[config.mk]
export PLATFORM = sky130hd
export DESIGN_NAME = pwn_accum
export DESIGN_NICKNAME = d
export VERILOG_FILES = /design/src/pwn_pkg.sv /design/src/pwn_accum.sv
export SDC_FILE = /design/constraint.sdc
export NUM_CORES = 1
export LEC_CHECK = 0
export BUFFER_PORTS_ARGS = -buffer_cell sky130_fd_sc_hd__buf_2
export CAP_MARGIN = 10
export CORE_MARGIN = 10
export CORE_UTILIZATION = 61
export DETAILED_ROUTE_END_ITERATION = 10
export PLACE_DENSITY_LB_ADDON = 0.12
export SYNTH_ARGS = -nofsm -noshare
export SYNTH_HDL_FRONTEND = slang
export SYNTH_SLANG_ARGS = --single-unit
[constraint.sdc]
create_clock -name clk -period 6.3 [get_ports clk]
set_clock_uncertainty 0.2 [all_clocks]
set_input_delay 1.26 -clock clk [delete_from_list [all_inputs] [get_ports clk]]
set_output_delay 1.26 -clock clk [all_outputs]
set_load 0.02 [all_outputs]
[src/pwn_pkg.sv]
// Shared types, constants and helper functions for the winding number block.
// Depends on nothing; imported by every module of the block.
package pwn_pkg;

	localparam int COORD_BITS_DEF = 24;
	localparam int TOTAL_W        = 13;
	localparam int WIND_W         = TOTAL_W - 2;
	localparam int OUT_DATA_W     = ((WIND_W + 7) / 8) * 8;

	localparam logic signed [TOTAL_W:0] SUM_MAX = 14'sd4095;
	localparam logic signed [TOTAL_W:0] SUM_MIN = -14'sd4096;

	typedef logic [1:0] quad_t;

	localparam quad_t QUAD_I   = 2'd0;
	localparam quad_t QUAD_II  = 2'd1;
	localparam quad_t QUAD_III = 2'd2;
	localparam quad_t QUAD_IV  = 2'd3;

	typedef logic signed [2:0] delta_t;
	typedef logic signed [TOTAL_W-1:0] total_t;

	typedef struct packed {
		logic first;
		logic last;
	} item_flags_t;

	// Axis ties fall to the lower quadrant; the origin is quadrant I.
	function automatic quad_t quad_code(logic x_neg, logic x_zero, logic y_neg, logic y_zero);
		quad_t q;
		if (!x_neg && !y_neg) begin
			q = QUAD_I;
		end else if ((x_neg || x_zero) && !y_neg) begin
			q = QUAD_II;
		end else if (x_neg || x_zero || y_zero) begin
			q = QUAD_III;
		end else begin
			q = QUAD_IV;
		end
		return q;
	endfunction

	// Quadrant move along one edge; le is cross(next - this, this) <= 0.
	function automatic delta_t edge_delta(quad_t k, quad_t q, logic le);
		quad_t k_next;
		quad_t q_next;
		delta_t d;
		k_next = k + 2'd1;
		q_next = q + 2'd1;
		priority if (k == q) begin
			d = 3'sd0;
		end else if (q == k_next) begin
			d = 3'sd1;
		end else if (k == q_next) begin
			d = -3'sd1;
		end else if (le) begin
			d = 3'sd2;
		end else begin
			d = -3'sd2;
		end
		return d;
	endfunction

	function automatic total_t sat_add(total_t a, delta_t d);
		logic signed [TOTAL_W:0] s;
		total_t r;
		s = {a[TOTAL_W-1], a} + {{(TOTAL_W - 2){d[2]}}, d};
		if (s > SUM_MAX) begin
			s = SUM_MAX;
		end else if (s < SUM_MIN) begin
			s = SUM_MIN;
		end
		r = s[TOTAL_W-1:0];
		return r;
	endfunction

endpackage

[src/pwn_accum.sv]
// Final stage: saturating running total, divide by four toward zero,
// and the result register. Depends on pwn_pkg.
module pwn_accum (
	input  logic                                clk,
	input  logic                                arst_n,
	input  logic                                consume,
	input  pwn_pkg::item_flags_t                flags_s4,
	input  pwn_pkg::delta_t                     d1_s4,
	input  pwn_pkg::delta_t                     d2_s4,
	input  logic                                out_ready,
	output logic                                out_free,
	output logic                                out_valid,
	output logic signed [pwn_pkg::WIND_W-1:0]   winding
);
	import pwn_pkg::*;

	total_t total_q;
	total_t t0;
	total_t t1;
	total_t t2;
	total_t adj;
	logic   out_valid_q;
	logic signed [WIND_W-1:0] winding_q;

	assign t0  = flags_s4.first ? '0 : total_q;
	assign t1  = sat_add(t0, d1_s4);
	assign t2  = sat_add(t1, d2_s4);
	assign adj = t2 + {{(TOTAL_W - 2){1'b0}}, {2{t2[TOTAL_W-1]}}};

	assign out_free  = !out_valid_q || out_ready;
	assign out_valid = out_valid_q;
	assign winding   = winding_q;

	always_ff @(posedge clk or negedge arst_n) begin
		if (!arst_n) begin
			total_q     <= '0;
			out_valid_q <= 1'b0;
		end else begin
			if (consume) begin
				total_q <= flags_s4.last ? '0 : t2;
			end
			if (consume && flags_s4.last) begin
				out_valid_q <= 1'b1;
			end else if (out_ready) begin
				out_valid_q <= 1'b0;
			end
		end
	end

	always_ff @(posedge clk) begin
		if (consume && flags_s4.last) begin
			winding_q <= adj[TOTAL_W-1:2];
		end
	end

endmodule

==> results of run 1 <==
## stage by stage
step	setup WS [ps]	util	instances	TNS [ps]
after global placement	50.0	0.704	424	0
after global routing	-10.3	0.728	428	-10.3
after floorplan	359	-	340	0
after CTS	157	0.715	428	0
final	298	0.728	428	0
after detailed placement	-127	0.704	424	-367
## metal layers
layer | up-vias | GRT usage | part of all wire
met4 | 0 | 0.0342 | 0.011
met5 | - | 0 | 0
met2 | 95 | 0.326 | 0.51
met3 | 8 | 0.0297 | 0.065
li1 | 1324 | - | -
met1 | 1250 | 0.219 | 0.42
## path summary, 6_finish.rpt
| path | startpoint | end | slack [ps] | cells past startpoint |
|---|---|---|---|---|
| max in group asynchronous | arst_n | out_valid$_DFFE_PN0P_ | 5010 | 1 |
| min | out_valid$_DFFE_PN0P_ | out_valid$_DFFE_PN0P_ | 310 | 2 |
| max | flags_s4[1] | winding[9]$_DFFE_PP_ | 300 | 24 |
| min reg2reg | out_valid$_DFFE_PN0P_ | out_valid$_DFFE_PN0P_ | 310 | 2 |
| max reg2reg | total_q[0]$_DFFE_PN0P_ | winding[9]$_DFFE_PP_ | 1050 | 24 |
| min in group asynchronous | arst_n | total_q[12]$_DFFE_PN0P_ | 670 | 1 |
## worst min-delay path, stage by stage, from the launching register on
cell	delay [ps]
dfrtp_1	350
nand2b_1	70
nand2_1	60
## flip-flops by register name, indices dropped and copies added (netlist names)
name and cells:
total_q 13, winding 11, out_valid 1
## layout make-up
type,count,area share
multi-input cells,275,0.639
flip-flops and latches,25,0.212
repair buffers,42,0.0794
inverters,30,0.0350
well taps,52,0.0202
clock buffers,3,0.0128
clock inverters,1,0.00156
## layout by cell type, fill, tap and decap left out, types with 4 or more instances in the layout
master	count
or3_1	4
nor2_1	35
edfxtp_1	11
buf_4	18
o21ai_0	14
nand2_1	17
nor3_1	6
a21oi_1	19
o21ai_1	7
xnor2_1	22
buf_2	24
and3_1	4
a31oi_1	6
inv_1	28
o211ai_1	4
maj3_1	12
o21a_1	5
o22ai_1	12
a21o_1	11
nand3_1	9
or2_2	4
dfrtp_1	14
ha_1	28
## kinds of logic (layout without fill, tap and decap cells)
logic type / count (synthesis) / count (layout) / synth area share
AOI/OAI and AO/OA: 110 / 110 / 0.274
xor gates and xnor gates: 24 / 24 / 0.0742
adders and majority gates: 42 / 42 / 0.180
buffers and inverters: 40 / 76 / 0.0552
DFF: 25 / 25 / 0.240
muxes: 1 / 1 / 0.00795
and+or+nand+nor: 98 / 98 / 0.168
==> results.cfg, run 1 <==
[drt]
vias = 2677
finalWirelength_um = 7040
vias_per_cell = 6.25
drt_iter0_markers = 199
wire_per_inst_um = 16.5
first_pass_iters = 4
drc_errors = 0
ant_nets = 0

[critical_path]
cp-start-kind = input port
slowest_delay_ps = 390
cpMostUsedCell = buf_4
worstPathCellList = buf_2 > nor2_1 > ha_1 > inv_1 > fa_1 > nor2b_1 > o21a_1 > o21ai_1 > a21o_1 > a21oi_1 > or3_1 > o2111ai_2 > buf_4 > maj3_1 > ha_1 > a21o_1 > or3_1 > o21ai_2 > o31a_4 > mux2i_4 > buf_4 > a31oi_1 > buf_4 > xnor2_1
endpoint_kind = register
arrival_ps = 5820
slowest_stage = fa_1
cp.required_ps = 6120
criticalPathCategory = input port to register
critPathTopFamily = compound AO/OA/AOI/OAI gates
crit_buf_inv = 5
critPathMaxFanout = 11

[die]
core.rowCount = 24
die_w_um = 88.1
core_area_mm2 = 0.00441
initial_core_util = 0.642
die-area_mm2 = 0.00777
dieHeight_um = 88.1
ioPinCount = 25

[sta]
finalHoldViolCount = 0
post-route-period-util = 0.953
setup_viol = 0
period_needed_ps = 6000
maxSlewViolCount = 0
relSlewSlack = 0.532
holdWs_ps = 310
fmax_mhz = 167
worst-slew-pin-transition_ps = 696

[clock_network]
cts_tree = done
clk_pin_slew_worst_paths_ps = 80
cts_resized = 0
cts_num_sinks = 25
clockBufferDepth = 2
worstSkewPairLatency_ps = 260
hold_buffers = 0
cts_buffers = 3
postCtsSetupRepairBufs = 0
cts_max_level = 1
clockRootBuffer = clkbuf_8

[placed_design]
io_buffer_count = 24
place_congestion = 0.943
postPlaceCellArea_mm2 = 0.00311
hpwlAfterDp_um = 5790

[synthesis]
synth.distinct_cells = 56
post_synth_instance_area_mm2 = 0.00283
yosysMostFrequentCell = nor2_1
synth.top_cell.area_share = 0.124
ys_seq_area_frac = 0.240
synth.area.top_cells = dfrtp_1 (12%), ha_1 (12%), edfxtp_1 (12%), xnor2_1 (6.8%), nor2_1 (4.8%)
synth_seq_cells = 25
yosysWarningCount = 0
yosys.area.top_type = dfrtp_1
synth_edf_count = 11
syn_inst = 340
syn_avg_cell_area_um2 = 8.33
synth-main-ff-cell = dfrtp_1
syn_nets = 382
async_flop_share = 0.560
synthTopCellsByCount = nor2_1 (36), ha_1 (28), inv_1 (28)

[layout]
drive_gt1_frac = 0.207
n_fill_cell = 357
multiInputGateArea_mm2 = 0.00205
num-nets-final = 419
final_area_mm2 = 0.00321
antenna_cells = 0
regArea_um2 = 681
area_growth_pct = 13.5

[grt]
track_usage = 0.180
grt_pass1_wl_um = 11600
grt_max_degree = 18
gr-total-overflow = 0
grt_pass1_vias = 2591
antenna_found_initial = 0

[run]
cap_violations = 0

[hold_path]
hp-class = register to register

[outcome]
status = complete, no violations
Power of run 1 is left out: the tool's default activity adds up to more than one toggle a clock period on the data nets, which glitch-free logic cannot reach.
==> run 2, diff against run 1 <==
==> constraint.sdc (replaced) <==
create_clock -name clk -period 6.3 [get_ports clk]
set_clock_uncertainty 0.2 [all_clocks]
set_input_delay 0.315 -clock clk [delete_from_list [all_inputs] [get_ports clk]]
set_output_delay 0.315 -clock clk [all_outputs]
set_load 0.02 [all_outputs]
==> results.cfg, run 2 (synthesized netlist as in run 1, its figures left out) <==
[grt]
track_usage = 0.175
met2_usage = 0.294
grt_pass1_wl_um = 11100
gr-total-overflow = 0
use_met1 = 0.233
grt_max_degree = 18
grt_busiest_layer = met2
gr-usage-met3 = 0.0288
grt_pass1_vias = 2383
antenna_found_initial = 0

[layout]
n_fill_cell = 391
multiInputGateArea_mm2 = 0.00201
drive_gt1_frac = 0.136
regArea_um2 = 681
antenna_cells = 0
final_area_mm2 = 0.00304
area_growth_pct = 7.42
top_register = total_q
largest_register_ffs = 13
final_common_cell = nor2_1
mostFrequentLayoutCells = nor2_1 (36), inv_1 (28), ha_1 (28)
num-nets-final = 402

[drt]
drc_errors = 0
drt_iter0_markers = 268
first_pass_iters = 5
vias_per_cell = 6.37
finalWirelength_um = 6820
wire_per_inst_um = 16.6
ant_nets = 0
vias = 2620

[die]
die_w_um = 88.1
initial_core_util = 0.642
core.rowCount = 24
ioPinCount = 25
core_area_mm2 = 0.00441
dieHeight_um = 88.1
die-area_mm2 = 0.00777

[sta]
maxSlewViolCount = 0
finalHoldViolCount = 0
setup_viol = 0
period_needed_ps = 5830
relSlewSlack = 0.243
worst-slew-pin-transition_ps = 1130
tns_ps = 0
fmax_mhz = 171
grt_setup_unrepaired = false
holdWs_ps = 81.9
post-route-period-util = 0.926

[critical_path]
arrival_ps = 5630
cp-start-kind = register
criticalPathCategory = register to register
cp.required_ps = 6100
endpoint_kind = register
critPathMaxFanout = 13

[clock_network]
worstSkewPairLatency_ps = 270
clockBufferDepth = 2
clockRootBuffer = clkbuf_8
cts_buffers = 3
cts_max_level = 1
cts_num_sinks = 25
clk_pin_slew_worst_paths_ps = 80
cts_tree = done

[placed_design]
hpwlAfterDp_um = 5530
postPlaceCellArea_mm2 = 0.00297
io_buffer_count = 24
place_congestion = 0.959

[run]
cap_violations = 0

[outcome]
status = complete, no violations

[hold_path]
hp-class = input port to register
## run 2: per-layer routing
| metal | routed length, um | vias up |
|---|---|---|
| met5 | 0 | - |
| met4 | 80 | 0 |
| li1 | - | 1294 |
| met2 | 3300 | 98 |
| met1 | 3000 | 1220 |
| met3 | 428 | 8 |
## run 2: critical path, stage by stage (launching register included)
cell	delay, ps
dfrtp_1	390
nand2b_1	130
inv_1	60
ha_1	270
a21o_1	110
a21oi_1	90
nor2b_1	160
nor4_1	80
o31ai_1	480
o21ai_1	110
a31oi_1	810
maj3_1	330
ha_1	320
a21o_1	210
or3_1	350
o21ai_2	200
o31a_4	220
mux2i_4	460
o2111ai_4	220
nor3_4	260
a21oi_1	100
## run 2: per-stage QoR
step           std cells   util  setup slack [ps]
6_report             411  0.689               468
2_1_floorplan        340      -              1300
3_3_place_gp         406  0.674               471
5_1_grt              411  0.689              52.4
4_1_cts              411  0.687               445
3_5_place_dp         406  0.674               283
## run 2: final cells by class
cell class	count	area share
Inverter	30	0.0370
Timing Repair Buffer	25	0.0428
Multi-Input combinational cell	275	0.660
Clock buffer	3	0.0136
Tap cell	52	0.0214
Sequential cell	25	0.224
Clock inverter	1	0.00164
## run 2: what timing repair did
item | CTS | global route
setup buffers | 0 | 0
setup endpoints to repair | 0 | 2
hold buffers | 1 | 0
endpoints found under the hold margin | 14 | 0
resized for setup | 0 | 2
## run 2: path summary, 6_finish.rpt
kind / startpoint / endpoint / slack (ps) / cells after the start
hold / removal: flags_s4[0] / out_valid$_DFFE_PN0P_ / 80 / 3
hold reg to reg: out_valid$_DFFE_PN0P_ / out_valid$_DFFE_PN0P_ / 300 / 2
max in group asynchronous: arst_n / total_q[5]$_DFFE_PN0P_ / 5430 / 2
setup reg to reg: total_q[1]$_DFFE_PN0P_ / winding[10]$_DFFE_PP_ / 470 / 20
min in group asynchronous: arst_n / total_q[8]$_DFFE_PN0P_ / 250 / 2
setup / recovery: total_q[1]$_DFFE_PN0P_ / winding[10]$_DFFE_PP_ / 470 / 20
Power of run 2 is left out for the same reason.
