===== src/pwn_pkg.sv =====
// Shared types, constants and helper functions for the winding number block.
// Depends on nothing; imported by every module of the block.
package pwn_pkg;

	localparam int COORD_BITS_DEF = 24;
	localparam int TOTAL_W        = 13;
	localparam int WIND_W         = TOTAL_W - 2;
	localparam int OUT_DATA_W     = ((WIND_W + 7) / 8) * 8;

	localparam logic signed [TOTAL_W:0] SUM_MAX = 14'sd4095;
	localparam logic signed [TOTAL_W:0] SUM_MIN = -14'sd4096;

	typedef logic [1:0] quad_t;

	localparam quad_t QUAD_I   = 2'd0;
	localparam quad_t QUAD_II  = 2'd1;
	localparam quad_t QUAD_III = 2'd2;
	localparam quad_t QUAD_IV  = 2'd3;

	typedef logic signed [2:0] delta_t;
	typedef logic signed [TOTAL_W-1:0] total_t;

	typedef struct packed {
		logic first;
		logic last;
	} item_flags_t;

	// Axis ties fall to the lower quadrant; the origin is quadrant I.
	function automatic quad_t quad_code(logic x_neg, logic x_zero, logic y_neg, logic y_zero);
		quad_t q;
		if (!x_neg && !y_neg) begin
			q = QUAD_I;
		end else if ((x_neg || x_zero) && !y_neg) begin
			q = QUAD_II;
		end else if (x_neg || x_zero || y_zero) begin
			q = QUAD_III;
		end else begin
			q = QUAD_IV;
		end
		return q;
	endfunction

	// Quadrant move along one edge; le is cross(next - this, this) <= 0.
	function automatic delta_t edge_delta(quad_t k, quad_t q, logic le);
		quad_t k_next;
		quad_t q_next;
		delta_t d;
		k_next = k + 2'd1;
		q_next = q + 2'd1;
		priority if (k == q) begin
			d = 3'sd0;
		end else if (q == k_next) begin
			d = 3'sd1;
		end else if (k == q_next) begin
			d = -3'sd1;
		end else if (le) begin
			d = 3'sd2;
		end else begin
			d = -3'sd2;
		end
		return d;
	endfunction

	function automatic total_t sat_add(total_t a, delta_t d);
		logic signed [TOTAL_W:0] s;
		total_t r;
		s = {a[TOTAL_W-1], a} + {{(TOTAL_W - 2){d[2]}}, d};
		if (s > SUM_MAX) begin
			s = SUM_MAX;
		end else if (s < SUM_MIN) begin
			s = SUM_MIN;
		end
		r = s[TOTAL_W-1:0];
		return r;
	endfunction

endpackage


===== src/pwn_relq.sv =====
// Stage 2: latches the query point and forms the vertex relative to it,
// with its quadrant code. Depends on pwn_pkg.
module pwn_relq #(
	parameter int COORD_BITS = pwn_pkg::COORD_BITS_DEF
) (
	input  logic                         clk,
	input  logic                         arst_n,
	input  logic                         en,
	input  pwn_pkg::item_flags_t         flags_s1,
	input  logic signed [COORD_BITS-1:0] vx_s1,
	input  logic signed [COORD_BITS-1:0] vy_s1,
	input  logic signed [COORD_BITS-1:0] qx_s1,
	input  logic signed [COORD_BITS-1:0] qy_s1,
	output logic signed [COORD_BITS:0]   rel_x_s2,
	output logic signed [COORD_BITS:0]   rel_y_s2,
	output pwn_pkg::quad_t               quad_s2
);
	import pwn_pkg::*;

	logic signed [COORD_BITS-1:0] held_x_q;
	logic signed [COORD_BITS-1:0] held_y_q;
	logic signed [COORD_BITS-1:0] qx_eff;
	logic signed [COORD_BITS-1:0] qy_eff;
	logic signed [COORD_BITS:0]   rel_x;
	logic signed [COORD_BITS:0]   rel_y;

	assign qx_eff = flags_s1.first ? qx_s1 : held_x_q;
	assign qy_eff = flags_s1.first ? qy_s1 : held_y_q;
	assign rel_x  = {vx_s1[COORD_BITS-1], vx_s1} - {qx_eff[COORD_BITS-1], qx_eff};
	assign rel_y  = {vy_s1[COORD_BITS-1], vy_s1} - {qy_eff[COORD_BITS-1], qy_eff};

	always_ff @(posedge clk or negedge arst_n) begin
		if (!arst_n) begin
			held_x_q <= '0;
			held_y_q <= '0;
		end else if (en && flags_s1.first) begin
			held_x_q <= qx_s1;
			held_y_q <= qy_s1;
		end
	end

	always_ff @(posedge clk) begin
		if (en) begin
			rel_x_s2 <= rel_x;
			rel_y_s2 <= rel_y;
			quad_s2  <= quad_code(rel_x[COORD_BITS], rel_x == '0,
				rel_y[COORD_BITS], rel_y == '0);
		end
	end

endmodule


===== config.mk =====
export PLATFORM = sky130hd
export DESIGN_NAME = pwn_relq
export DESIGN_NICKNAME = d
export VERILOG_FILES = /design/src/pwn_pkg.sv /design/src/pwn_relq.sv
export SDC_FILE = /design/constraint.sdc
export NUM_CORES = 1
export LEC_CHECK = 0
export CORE_ASPECT_RATIO = 0.5
export CORE_MARGIN = 2
export CORE_UTILIZATION = 55
export DETAILED_ROUTE_END_ITERATION = 8
export DONT_BUFFER_PORTS = 1
export PLACE_DENSITY = 0.79
export SETUP_SLACK_MARGIN = 0.1
export SLEW_MARGIN = 15
export SYNTH_ARGS = -nofsm -noshare
export SYNTH_HDL_FRONTEND = slang
export SYNTH_SLANG_ARGS = --single-unit

===== constraint.sdc =====
create_clock -name clk -period 6.1 [get_ports clk]
set_input_delay 0.61 -clock clk [delete_from_list [all_inputs] [get_ports clk]]
set_output_delay 0.61 -clock clk [all_outputs]
set_load 0.02 [all_outputs]

==> results of run 1 <==
[per-layer routing]
metal	share of wire (%)	global-route usage [%]
met3	7.1	6.19
met1	45	28.7
met4	0.74	4.55
met2	47	39.1
met5	0	0
[power groups by stage]
stage               registers [uW]  logic, uW  clock network (uW)
finish                        1010        679                 577
global route                  1030        758                 620
CTS                           1020        672                 594
detailed placement            1030        661                   0
global placement              1020        639                   0
floorplan                     1010        558                   0
[layout make-up]
cell class,count,area (um2)
Timing Repair Buffer,2,35.0
Clock inverter,5,58.8
Inverter,23,86.3
Multi-Input combinational cell,471,3820
Clock buffer,11,243
Tap cell,165,206
Fill cell,997,4700
Sequential cell,100,2760
[cell usage in the layout (no fill, tap or decap), types with 18 or more instances in the layout]
cell      instances
a21o_1           18
a21oi_1          40
dfrtp_1          48
edfxtp_1         52
ha_1             49
inv_1            22
mux2_2           51
mux2i_1          47
nand2_1          24
nor2_1           35
xnor2_1          18
[final timing paths]
kind	endpoint	slack [ns]	cells after the start
hold reg to reg	held_x_q[16]	0.50	1
max in group asynchronous	held_y_q[3]	5.74	1
setup / recovery	quad_s2[0]	2.39	12
hold / removal	held_y_q[8]	0.12	1
setup reg to reg	quad_s2[0]	2.39	12
min in group clk	rel_y_s2[9]	0.38	0
[worst max-delay path: cells and delay by family, from the launching register on]
kind	cells	cell delay, ns
AOI/OAI and AO/OA	5	1.10
and+or+nand+nor	4	1.07
adders and majority gates	2	0.63
DFF	1	0.38
muxes	1	0.26
[state kept, by name, indices dropped and copies added (netlist names)]
register,flops
held_x_q,24
held_y_q,24
quad_s2,2
rel_x_s2,25
rel_y_s2,25
[stage by stage]
| step | total power (uW) | setup slack [ns] | area [um2] | hold WS (ns) |
|---|---|---|---|---|
| after CTS | 2280 | 2.43 | 7210 | 0.118 |
| after floorplan | 1570 | 1.85 | 6780 | 0.314 |
| final | 2270 | 2.39 | 7210 | 0.117 |
| after detailed placement | 1690 | 2.15 | 6880 | 0.315 |
| after global routing | 2410 | 2.27 | 7210 | 0.123 |
| after global placement | 1660 | 2.17 | 6880 | 0.316 |
[cells by family after synthesis]
kind of cell             Yosys count  share of synthesized area, %
AO/OA/AOI/OAI                    144                          15.8
XOR/XNOR                          29                          3.75
adder cells (fa/ha/maj)           51                          9.64
buffers and inverters             45                          2.92
flip-flops                       100                          40.8
multiplexers                      98                          15.4
AND/OR/NAND/NOR                  149                          11.7
==> flow_summary_export.csv, run 1 <==
group,metric,value,unit
sta,relSlewSlack,42.8,%
setup_path,r2r_start,"held_x_q[0]",
logic_synthesis,ys_async_sr_fraction,48.0,%
clock_network,cts_buffers,9,
clock_network,cts_tree,"done",
detailed_routing,wl_per_cell,19.1,um
global_route,grt_pass1_wl,23200,um
global_route,grt_overflow_total,0,
power,p_clk_share,25.4,%
floorplan,start_util,56.9,%
setup_path,cp_max_fo,5,
placement,io_buffers,0,
layout,fin_nets,759,
power,seqPwrFrac,44.7,%
logic_synthesis,syn_area_per_cell,11.0,um2
setup_path,end_kind,"flop",
logic_synthesis,synth_cell_type_count,74,
logic_synthesis,synth_top_cell_by_area,"edfxtp_1",
logic_synthesis,ys_seq_area_share,40.8,%
detailed_routing,viasPerCell,6.10,
global_route,grt_use_total,22.5,%
logic_synthesis,yosys.cell_count.top_type,"edfxtp_1",
layout,utilization,60.5,%
detailed_routing,vias,4738,
floorplan,die-area,13300,um2
sta,setup_viol,0,
setup_path,cpPeakStageDelay,0.41,ns
sta,period_needed,3.71,ns
power,p_int,1500,uW
worst_hold_path,hold_class,"primary input to asynchronous set/reset pin",
clock_network,cts-root-buf,"clkbuf_16",
floorplan,core,11900,um2
floorplan,die_w,161,um
detailed_routing,dr.pass1.iters,4,
layout,area_growth,6.41,%
global_route,grt_max_degree,54,
power,switchingPower,769,uW
layout,fin_cells,777,
clock_network,cts_setup_buffers,0,
power,p_comb_share,29.9,%
detailed_routing,postRouteAntennaNets,0,
logic_synthesis,synth_area,6780,um2
clock_network,clockBufferDepth,2,
layout,drive_above_1_share,14.9,%
global_route,grt_pass1_vias,4629,
sta,finalCritPeriodShare,60.7,%
sta,rsz0062_at_grt,"no",
logic_synthesis,synth-seq-cells,100,
placement,dp_hpwl,11100,um
logic_synthesis,synth_top_area_share,23.0,%
setup_path,cp_cell_sequence,"mux2_2, ha_1, fa_1, nand2b_1, a21oi_1, o211ai_2, a21boi_4, o2111ai_1, and3_1, or3_1, nor4_1, o21ai_1",
power,p_per_area,315,nW/um2
clock_network,clkTransAtPathRegs,0.07,ns
logic_synthesis,netlist_instances,616,
floorplan,rows,28,
logic_synthesis,syn-num-nets,768,
logic_synthesis,synth.area.top_cells,"edfxtp_1 23%, dfrtp_1 18%, ha_1 9.0%, mux2_2 8.5%, mux2i_1 6.9%",
power,p_leak,0.00300,uW
power,ir_drop,0.131,mV
clock_network,cts_sinks,100,
logic_synthesis,ys_top_cells_by_count,"52 x edfxtp_1, 51 x mux2_2, 49 x ha_1, 48 x dfrtp_1, 47 x mux2i_1",
placement,gp_congestion,0.877,
detailed_routing,initialDrtViolationCount,286,
setup_path,cp-start-kind,"flop",
layout,diodes,0,
placement,dp_cells,760,
sta,fmax,270,MHz
setup_path,worstSetupPathType,"flop to flop",
sta,tightest_slew,0.848,ns
floorplan,io_pins,153,
clock_network,cts_max_level,3,
logic_synthesis,synth-edff-count,52,
setup_path,startpoint,"held_x_q[0]",
status,status,"finished clean",
job,drv_cap,0,
logic_synthesis,synth-main-ff-cell,"edfxtp_1",
clock_network,cts_hold_buf,1,
power,switching_share,33.9,%
setup_path,crit_arrival,3.79,ns
floorplan,die_y,82.5,um
clock_network,post_cts_resized,0,
clock_network,clk_latency,0.34,ns
sta,drv_slew,0,
detailed_routing,drc,0,
setup_path,cp.required,6.18,ns
logic_synthesis,yosys_warnings,0,
sta,fin_setup_tns,0,ns
detailed_routing,routed_wl,14800,um
global_route,antenna_found_initial,0,
setup_path,cp_slowest_cell,"fa_1",
sta,skew,0.0106,ns
sta,hold_viol,0,
Note: power is estimated with default switching activity, not from simulation.
==> run 2, diff against run 1 <==
--- a/config.mk
+++ b/config.mk
@@ -10,7 +10,7 @@
 export CORE_UTILIZATION = 55
 export DETAILED_ROUTE_END_ITERATION = 8
 export DONT_BUFFER_PORTS = 1
-export PLACE_DENSITY = 0.79
+export PLACE_DENSITY = 0.82
 export SETUP_SLACK_MARGIN = 0.1
 export SLEW_MARGIN = 15
 export SYNTH_ARGS = -nofsm -noshare
==> constraint.sdc (replaced) <==
create_clock -name clk -period 3.1 [get_ports clk]
set_input_delay 0.31 -clock clk [delete_from_list [all_inputs] [get_ports clk]]
set_output_delay 0.31 -clock clk [all_outputs]
set_load 0.02 [all_outputs]
==> run 2 against run 1 <==
Net effect:
- the flow now finishes with violations (negative setup slack)
- routed wire length grew 13%
- combinational power grew to 2.6 times the previous value
- clock-buffer cell count grew 1
- register-to-register slack lost 2.6 ns
==> flow_summary_export.csv, run 2 (same netlist as run 1, synthesis figures left out) <==
group,metric,value,unit
placement,placed_area,7470,um2
sta,relSlewSlack,51.6,%
status,status,"complete, but fails checks",
setup_path,cp.required,3.19,ns
floorplan,die_y,82.5,um
sta,drv_slew,0,
global_route,grt_overflow_total,0,
power,p_leak,0.00344,uW
clock_network,clk_latency,0.34,ns
sta,setup_viol,1,
setup_path,worstSetupPathType,"flop to flop",
floorplan,die_w,161,um
worst_hold_path,hold_class,"primary input to flop",
layout,fin_nets,844,
clock_network,cts-root-buf,"clkbuf_16",
sta,holdWs,0.0759,ns
floorplan,io_pins,153,
layout,layout_common_cells,"84 x buf_4, 52 x edfxtp_1, 50 x mux2_2, 48 x ha_1, 48 x dfrtp_1",
clock_network,clkTransAtPathRegs,0.07,ns
layout,mostFrequentLayoutCell,"buf_4",
detailed_routing,viasPerCell,6.03,
sta,fmax,300,MHz
detailed_routing,drc,0,
layout,reg.largest.list,"rel_x_s2 x25, rel_y_s2 x25",
layout,num-fill-cells,878,
layout,diodes,0,
detailed_routing,routed_wl,16800,um
global_route,antenna_found_initial,0,
placement,dpl_worst_slack,-0.319,ns
floorplan,rows,28,
detailed_routing,dr.pass1.iters,5,
power,ir_drop,0.287,mV
clock_network,cts_buffers,9,
layout,drive_above_1_share,29.6,%
detailed_routing,postRouteAntennaNets,0,
sta,rsz0062_at_grt,"yes",
detailed_routing,wl_per_cell,19.5,um
layout,fin_area,8050,um2
floorplan,die-area,13300,um2
global_route,grt_use_total,24.2,%
sta,period_needed,3.33,ns
setup_path,end_kind,"flop",
sta,worst_slack,-0.232,ns
layout,area_growth,18.8,%
job,drv_cap,0,
global_route,grt_pass1_wl,24900,um
detailed_routing,initialDrtViolationCount,270,
clock_network,clockBufferDepth,2,
detailed_routing,vias,5199,
sta,skew,0.00843,ns
clock_network,cts_tree,"done",
setup_path,cp_max_fo,5,
sta,tightest_slew,0.724,ns
layout,utilization,67.6,%
placement,dp_hpwl,12200,um
setup_path,cp-start-kind,"flop",
setup_path,crit_arrival,3.43,ns
clock_network,cts_sinks,100,
placement,io_buffers,0,
sta,hold_viol,0,
sta,finalCritPeriodShare,107,%
power,p_per_area,599,nW/um2
global_route,grt_pass1_vias,5054,
floorplan,start_util,56.9,%
placement,gp_congestion,0.959,
floorplan,core,11900,um2
global_route,grt_max_degree,54,
status,violations,"negative setup slack",
clock_network,cts_max_level,3,
run 2: cell types whose count changed in the layout (fill, tap and decap cells not counted), moves of 3 or more:
cell	previous run	this run
buf_4	1	84
a21oi_1	40	35
o21ai_0	17	12
a21oi_2	2	5
clkinv_4	1	4
o21ai_2	0	3
or3_1	11	8
or3_4	0	3
run 2: final timing paths:
kind	from	to	slack (ns)	depth (start not counted)
worst max-delay path	held_x_q[9]	quad_s2[0]	-0.23	12
worst min-delay path	en	rel_y_s2[15]	0.08	0
worst max register to register	held_x_q[9]	quad_s2[0]	-0.23	12
worst min register to register	held_x_q[20]	held_x_q[20]	0.51	1
max in group asynchronous	arst_n	held_y_q[7]	2.35	2
min in group asynchronous	arst_n	held_y_q[22]	0.51	2
run 2: power by group:
group | internal (uW) | switching [uW]
logic | 857 | 898
registers | 1720 | 278
clock network | 573 | 496
total | 3150 | 1670
run 2: final cells by class:
| class | count | area [um2] | area share (%) |
|---|---|---|---|
| timing repair buffer | 87 | 679 | 8.44 |
| tap | 165 | 206 | 2.56 |
| inverter | 23 | 86.3 | 1.07 |
| sequential | 100 | 2760 | 34.3 |
| clock inverter | 4 | 35.0 | 0.435 |
| clock buffer | 12 | 246 | 3.06 |
| multi-input combinational | 471 | 4030 | 50.1 |
run 2: repair_timing:
action                     4_1_cts  5_1_grt
setup buffers                    9        6
pin swaps                       15       21
gates resized for setup         12       24
setup endpoints to repair        7       10
hold buffers                     2        0
hold endpoints to repair        48        0
run 2: stage by stage:
step	TNS (ns)	total power [uW]	cells
2_1_floorplan	-0.680	3110	616
3_3_place_gp	-0.218	3520	832
3_5_place_dp	-0.319	3580	832
4_1_cts	-0.322	4750	859
5_1_grt	-0.411	5070	862
6_report	-0.232	4820	862
run 2: worst max-delay path: stages, from the launching register on:
cell and delay [ns]:
dfrtp_1 0.38, mux2i_1 0.24, ha_1 0.25, and4_4 0.26
nand3_2 0.09, or4_4 0.43, o2111ai_2 0.20, o311ai_2 0.20
a2111oi_2 0.39, nand4_1 0.21, nor4_2 0.25, buf_4 0.15
o21ai_2 0.04
run 2: layer usage:
layer / track usage [%] / share of wire [%] / vias up
li1: - / - / 2494
met1: 30.5 / 43 / 2498
met4: 8.21 / 1.8 / 0
met2: 41.6 / 48 / 179
met3: 6.29 / 7.1 / 28
met5: 0 / 0 / -
